File: config.mk
export PLATFORM = sky130hd
export DESIGN_NAME = scs_front
export DESIGN_NICKNAME = d
export VERILOG_FILES = /design/src/hdl/scs_pkg.sv /design/src/hdl/scs_front.sv
export SDC_FILE = /design/constraint.sdc
export NUM_CORES = 1
export LEC_CHECK = 0
export BUFFER_PORTS_ARGS = -buffer_cell sky130_fd_sc_hd__buf_2
export CAP_MARGIN = 30
export CORE_MARGIN = 2
export CORE_UTILIZATION = 57
export DETAILED_ROUTE_END_ITERATION = 16
export PLACE_DENSITY = 0.79
export SYNTH_ARGS = -nofsm -noshare
export SYNTH_HDL_FRONTEND = slang
export SYNTH_SLANG_ARGS = --single-unit
File: constraint.sdc
create_clock -name clk -period 5 [get_ports clk]
set_clock_uncertainty 0.2 [all_clocks]
set_input_delay 1 -clock clk [delete_from_list [all_inputs] [get_ports clk]]
set_output_delay 1 -clock clk [all_outputs]
set_load 0.005 [all_outputs]
File: src/hdl/scs_pkg.sv
// ----------------------------------------------------------------------------
// scs_pkg
// Shared types, widths and helper functions of the channel synthesis block.
// ----------------------------------------------------------------------------
`default_nettype none

package scs_pkg;

    localparam int PORT_W    = 3;
    localparam int NC_W      = 7;
    localparam int NP_W      = 4;
    localparam int VAL_W     = 24;
    localparam int DLY_W     = 32;
    localparam int FC_W      = 37;
    localparam int PSD_W     = 32;
    localparam int OUT_W     = 40;
    localparam int ACC_W     = 48;
    localparam int PH_W      = 18;
    localparam int TRIG_W    = 16;
    localparam int ROOT_W    = 16;
    localparam int CFG_IDX_W = 3;

    localparam logic [30:0] HALF_PI_Q30 = 31'd1686629713;

    typedef enum logic [1:0] {
        OP_COEF    = 2'd0,
        OP_CLUSTER = 2'd1,
        OP_RB      = 2'd2,
        OP_NONE    = 2'd3
    } op_t;

    localparam logic [CFG_IDX_W-1:0] CFG_NUM_CLUSTERS = 3'd0;
    localparam logic [CFG_IDX_W-1:0] CFG_NUM_RX       = 3'd1;
    localparam logic [CFG_IDX_W-1:0] CFG_NUM_TX       = 3'd2;
    localparam logic [CFG_IDX_W-1:0] CFG_REVERSE      = 3'd3;

    typedef struct packed {
        op_t                      op;
        logic [4:0]               cluster;
        logic [PORT_W-1:0]        row;
        logic [PORT_W-1:0]        col;
        logic signed [VAL_W-1:0]  value_re;
        logic signed [VAL_W-1:0]  value_im;
        logic [DLY_W-1:0]         delay;
        logic [FC_W-1:0]          center_hz;
        logic [PSD_W-1:0]         psd;
    } cmd_t;

    typedef struct packed {
        logic [NC_W-1:0] nc;
        logic [NP_W-1:0] nr;
        logic [NP_W-1:0] nt;
    } dims_t;

    typedef struct packed {
        logic signed [PH_W-1:0] re;
        logic signed [PH_W-1:0] im;
    } phasor_t;

    function automatic logic signed [TRIG_W-1:0] sat16(input logic signed [23:0] v);
        logic signed [TRIG_W-1:0] r;
        if (v > 24'sd32767)
            r = 16'sh7fff;
        else if (v < -24'sd32768)
            r = 16'sh8000;
        else
            r = v[TRIG_W-1:0];
        return r;
    endfunction

    // Taylor term divisors: sine (2k)(2k+1), cosine (2k-1)(2k)
    function automatic logic [7:0] taylor_div(input logic is_cos, input logic [2:0] k);
        logic [7:0] d;
        case ({is_cos, k})
            4'b0001: d = 8'd6;
            4'b0010: d = 8'd20;
            4'b0011: d = 8'd42;
            4'b0100: d = 8'd72;
            4'b0101: d = 8'd110;
            4'b1001: d = 8'd2;
            4'b1010: d = 8'd12;
            4'b1011: d = 8'd30;
            4'b1100: d = 8'd56;
            4'b1101: d = 8'd90;
            4'b1110: d = 8'd132;
            default: d = 8'd1;
        endcase
        return d;
    endfunction

endpackage

`default_nettype wire

File: src/hdl/scs_front.sv
// ----------------------------------------------------------------------------
// scs_front
// Accepts input transactions, drops loads outside the stores and unused
// opcodes, applies the transpose and queues the rest for the back end.
// ----------------------------------------------------------------------------
`default_nettype none

module scs_front
    import scs_pkg::*;
#(
    parameter int MAX_CLUSTERS = 32,
    parameter int MAX_PORTS    = 8
)
(
    input  wire logic                    clk,
    input  wire logic                    rst_n,
    input  wire logic                    in_valid,
    output logic                         in_ready,
    input  wire logic [1:0]              opcode,
    input  wire logic [4:0]              cluster,
    input  wire logic [PORT_W-1:0]       row,
    input  wire logic [PORT_W-1:0]       col,
    input  wire logic signed [VAL_W-1:0] value_re,
    input  wire logic signed [VAL_W-1:0] value_im,
    input  wire logic [DLY_W-1:0]        delay,
    input  wire logic [FC_W-1:0]         center_hz,
    input  wire logic [PSD_W-1:0]        psd,
    input  wire logic                    reverse,
    output logic                         q_valid,
    input  wire logic                    q_pop,
    output cmd_t                         q_cmd
);

    localparam int DEPTH = 4;
    localparam int PTR_W = 2;

    cmd_t              fifo_mem [DEPTH];
    logic [PTR_W-1:0]  wr_ptr_reg, wr_ptr_next;
    logic [PTR_W-1:0]  rd_ptr_reg, rd_ptr_next;
    logic [PTR_W:0]    count_reg, count_next;
    logic              keep;
    logic              push;
    logic              pop;
    logic [PORT_W-1:0] r_sw;
    logic [PORT_W-1:0] c_sw;
    cmd_t              cmd_in;

    assign r_sw = reverse ? col : row;
    assign c_sw = reverse ? row : col;

    always_comb
    begin
        unique case (op_t'(opcode))
            OP_COEF:    keep = (int'(cluster) < MAX_CLUSTERS) && (int'(r_sw) < MAX_PORTS)
                               && (int'(c_sw) < MAX_PORTS);
            OP_CLUSTER: keep = (int'(cluster) < MAX_CLUSTERS);
            OP_RB:      keep = 1'b1;
            default:    keep = 1'b0;
        endcase
    end

    always_comb
    begin
        cmd_in.op        = op_t'(opcode);
        cmd_in.cluster   = cluster;
        cmd_in.row       = r_sw;
        cmd_in.col       = c_sw;
        cmd_in.value_re  = value_re;
        cmd_in.value_im  = value_im;
        cmd_in.delay     = delay;
        cmd_in.center_hz = center_hz;
        cmd_in.psd       = psd;
    end

    assign in_ready = (count_reg != (PTR_W + 1)'(DEPTH));
    assign push     = in_valid && in_ready && keep;
    assign pop      = q_pop && q_valid;
    assign q_valid  = (count_reg != '0);
    assign q_cmd    = fifo_mem[rd_ptr_reg];

    always_comb
    begin
        wr_ptr_next = push ? wr_ptr_reg + 1'b1 : wr_ptr_reg;
        rd_ptr_next = pop ? rd_ptr_reg + 1'b1 : rd_ptr_reg;
        count_next  = count_reg;
        if (push && !pop)
            count_next = count_reg + 1'b1;
        else if (pop && !push)
            count_next = count_reg - 1'b1;
    end

    always_ff @(posedge clk or negedge rst_n)
    begin
        if (!rst_n)
        begin
            wr_ptr_reg <= '0;
            rd_ptr_reg <= '0;
            count_reg  <= '0;
        end
        else
        begin
            wr_ptr_reg <= wr_ptr_next;
            rd_ptr_reg <= rd_ptr_next;
            count_reg  <= count_next;
        end
    end

    always_ff @(posedge clk)
    begin
        if (push)
            fifo_mem[wr_ptr_reg] <= cmd_in;
    end

endmodule

`default_nettype wire

# == Yosys cells after proc, flatten, opt, wreduce, memory -nomap -nowiden ==
# Memory sizes are Yosys's and may differ from the RTL's.
# Cells that the tools add are included.
# totals
in_bits,167
elab_cells,29
mem_count,1
out_inout_bits,164
ram_bits,648
register_bits,7
# memory_table
name,depth,width,rd,rd_ports_with_merged_regs,wr,line,source
fifo_mem,4,162,1,0,1,scs_front.sv:37,cmd_t fifo_mem [DEPTH];
# op_classes
n_reduce_logical,11
n_eq_ne,3
n_addsub,4
muxes,7
# ops
cell,n
two-way mux 3 bit,4
logical AND 1 bit,5
"adder 2 x 1 -> 2 bit, second input constant",2
"adder 3 x 1 -> 3 bit, second input constant",1
two-way mux 1 bit,3
"inequality test 3 bit, second input constant",1
nonzero test 3 bit,1
OR reduction 3 bit,1
"subtractor 3 x 1 -> 3 bit, second input constant",1
"== test 2 x 1 -> 1 bit, second input constant",1
"== test 2 bit, second input constant",1
logical NOT 1 bit,2
logical NOT 2 bit,1
nonzero test 2 bit,1

# == Logic depth before layout (Yosys ltp) ==
# logic_depth
ltp_word,8
depth_mapped,9
mapped_depth_nobuf,8

# == Least setup slack after synthesis ==
# OpenSTA, ideal clock, no wires.
# synth_timing
path_type,input -> register
start,input opcode[0]
end,memory fifo_mem[0][0] in the netlist's numbering (enable)
setup_slack_ns,1.036
t_required_ns,4.347
setup_ns,0.453
arrival_time_ns,3.311
path_stages,4
path_buffers,1
path_cell_list,nand2_1 and3_1 buf_6 and2_2
# synth_via
elab_chain_cells,6
word_cells_on_any_way,8
cone_classes,eq/ne (2); mux (3); reduce/logical (3)
# synth_lines
item,line,source
start: declaration,scs_front.sv:19,"input wire logic [1:0] opcode,"
"== test 2 bit, or another cell as far along",scs_front.sv:53,unique case (op_t'(opcode))
OR reduction 3 bit (no line) *,n/a,
two-way mux 1 bit *,scs_front.sv:53,
logical AND 1 bit *,scs_front.sv:76,assign push = in_valid && in_ready && keep;
net push,scs_front.sv:42,logic push;
two-way mux 1 bit *,scs_front.sv:110,if (push)
two-way mux 1 bit (not written as such) *,scs_front.sv:111,fifo_mem[wr_ptr_reg] <= cmd_in;
end: declaration,scs_front.sv:37,
# The timed path passes the listed nets; every way through them passes the cells marked *.

==> results.toml <==
[run_status]
status = "finished clean"

[cts]
clock_latency_ns = 0.60
clockRootBuffer = "clkbuf_16"
cts_tree = "yes"
cts.path.max_buffers = 3
cts_max_level = 2
cts-resized-gates = 0
clock-sinks = 655
cts_buffers = 61
path_clk_slew_ns = 0.06

[yosys]
synth_top_area_cell = "edfxtp_1"
ys_seq_area_share_pct = 82.52
yosys.area_share.simple_pct = 0.2892
syn_area_mm2 = 0.02379
synth_xor_xnor_area_share_pct = 0.2209
synth-compound-area-share_pct = 0
synth_top_family_by_area = "multiplexers"
yosys-top-cells-count = "edfxtp_1, mux4_2, buf_2"
yosysWarnings = 0
synth-seq-cells = 655
postSynth.asyncResetShare_pct = 1.069
synth_edf_count = 648
yosysUniqueCellTypes = 22
synth.most_common_cell = "edfxtp_1"
synth_mux_area_share_pct = 15.73
syn_inst = 889
yosysTopAreaCellShare_pct = 81.79
ys.flop_type = "edfxtp_1"
synth_fa_ha_area_share_pct = 0.3471
avgSynthCellArea_um2 = 26.76
syn_nets = 1062
synth_area_leaders = "edfxtp_1, mux4_2, dfrtp_1, buf_2, mux2_2"

[setup_path]
endpoint = "q_cmd[47]"
cp_top_family = "flip-flops"
path_max_fanout = 42
path_buf_inv = 2
r2r_end = "fifo_mem[0][66]"
worstReg2RegStart = "count_reg[0]"
crit_start = "rd_ptr_reg[1]"
cpPeakStageDelay_ns = 0.88
critPathLaunchType = "flop"
reg2reg_depth = 4
worstPathCellList = "buf_4 -> mux4_2 -> buf_2"
worstPathArrival_ns = 2.52
worst_path_max_delay_cell = "dfrtp_4"
path_class = "flop to output pin"
path_depth = 3
worstSetupEndpointType = "output pin"
r2r_slack_ns = 2.26
worstPathRequired_ns = 3.80

[final_layout]
area_delta_synth_final_pct = 18.05
fin_nets = 1437
largest_reg_flops = 648
drive_gt1_share_pct = 46.07
final_area_mm2 = 0.02809

[die]
io_pins = 331
dieWidth_um = 208.3
core_mm2 = 0.04102
dieArea_mm2 = 0.04339
dieHeight_um = 208.3
initial_core_util_pct = 58.00
floorplan.rows = 74

[timing]
fin_crit_ns = 3.722
rsz0062_at_grt = "no"
hold_slack_ns = 0.2825
fin_crit_sh_pct = 74.44
fin_tns_setup_ns = 0
drv_slew = 0
fmax_mhz = 268.7
setup-violations-final = 0
tightest_slew_ns = 0.8729
slew_headroom_pct = 41.81
final_hold_viol_count = 0

[placed_design]
hpwl_um = 29640
place.gp.congestion = 0.7650
io_buffers = 330
place_area_mm2 = 0.02621

[route]
drt-vias-per-instance = 5.813
wl_per_cell_um = 25.67
postRouteAntennaNets = 0
num_vias = 10750
drt_pass1_iterations = 5
drtIter0Drc = 761
routed_wl_um = 47460
drc = 0

[pwr]
finalPower_uw = 15840
vdd_drop_max_mv = 0.5003
p_leak_uw = 0.009496
power_density_mw_per_mm2 = 564.0

[global_routing]
overflow = 0
grt_max_degree = 91
track_usage_pct = 22.33
grt_pass1_vias = 11370
grt_pass1_wl_um = 71520
antenna_found_initial = 10

[job]
drv_cap = 0

[worst_hold_path]
hold_class = "flop to flop"
[layout make-up]
cell class | count | area (µm²)
fillers | 2453 | 12930
well taps | 532 | 665.6
clock inverters | 31 | 252.7
repair buffers | 350 | 1954
clock buffers | 79 | 1594
multi-input cells | 193 | 3951
diodes | 6 | 15.01
inverters | 3 | 11.26
flip-flops and latches | 655 | 19640
[layout by cell type, fill, tap and decap left out]
cell / instances
buf_2: 330
and2_4: 4
nand3_1: 1
mux2_2: 7
xnor2_1: 4
clkbuf_16: 61
clkbuf_1: 18
dfrtp_4: 2
dlygate4sd3_1: 1
edfxtp_1: 648
nand2_1: 2
or3_2: 1
xor2_1: 2
fa_1: 1
diode_2: 6
clkinvlp_4: 3
inv_1: 3
or3b_1: 1
clkinv_2: 8
buf_12: 12
clkinv_1: 14
mux4_2: 162
inv_6: 2
buf_4: 7
bufinv_16: 4
nor2_1: 1
mux2_4: 1
dfrtp_1: 5
and3_1: 1
ha_1: 5
[worst reg2reg max path, stage by stage (launching register included)]
cell and delay, ns:
dfrtp_1 0.43, or3b_1 0.16, and3_1 0.34, and2_4 0.67, buf_12 0.50
[per-stage QoR]
stage / cells / utilization (%) / setup WS (ns)
2_1_floorplan: 889 / - / 1.036
3_3_place_gp: 1732 / 63.91 / 1.682
3_5_place_dp: 1732 / 63.91 / 1.655
4_1_cts: 1843 / 68.44 / 1.214
5_1_grt: 1848 / 68.47 / 1.151
6_report: 1849 / 68.47 / 1.278
[kinds of logic (layout without fill, tap and decap cells)]
| logic type | Yosys count | count (layout) |
|---|---|---|
| flip-flops | 655 | 655 |
| buffers and inverters | 41 | 463 |
| AND/OR/NAND/NOR | 11 | 11 |
| other | 0 | 6 |
| adder cells (fa/ha/maj) | 6 | 6 |
| XOR/XNOR | 6 | 6 |
| multiplexers | 170 | 170 |
[how the worst min path moves through the flow]
stage / start / endpoint / slack (ns) / cells past startpoint
2_1_floorplan: count_reg[2] / count_reg[2] / 0.25 / 1
3_3_place_gp: count_reg[2] / count_reg[2] / 0.26 / 1
3_5_place_dp: count_reg[2] / count_reg[2] / 0.27 / 1
4_1_cts: count_reg[2] / count_reg[2] / 0.28 / 1
5_1_grt: count_reg[2] / count_reg[2] / 0.29 / 1
6_report: count_reg[2] / count_reg[2] / 0.28 / 1
[power breakdown]
group | total, µW | switching (µW) | leakage, µW | internal [µW]
registers | 7290 | 304 | 0.00599 | 6980
logic | 4250 | 2160 | 0.00262 | 2090
clock network | 4310 | 1870 | 0.000892 | 2440
total | 15800 | 4330 | 0.00950 | 11500
[repair_timing]
item / in CTS / in global routing
hold endpoints to repair: 7 / 0
buffers inserted: 0 / 0
hold buffers: 1 / 0
[routing by layer]
| metal | track usage (%) | up-vias | wire, µm |
|---|---|---|---|
| met2 | 37.08 | 387 | 24420 |
| met3 | 5.917 | 87 | 3506 |
| met1 | 29.52 | 5652 | 18280 |
| met4 | 6.698 | 8 | 1195 |
| met5 | 0 | - | 60 |
| li1 | - | 4614 | - |
(Power assumes the default switching activity.)
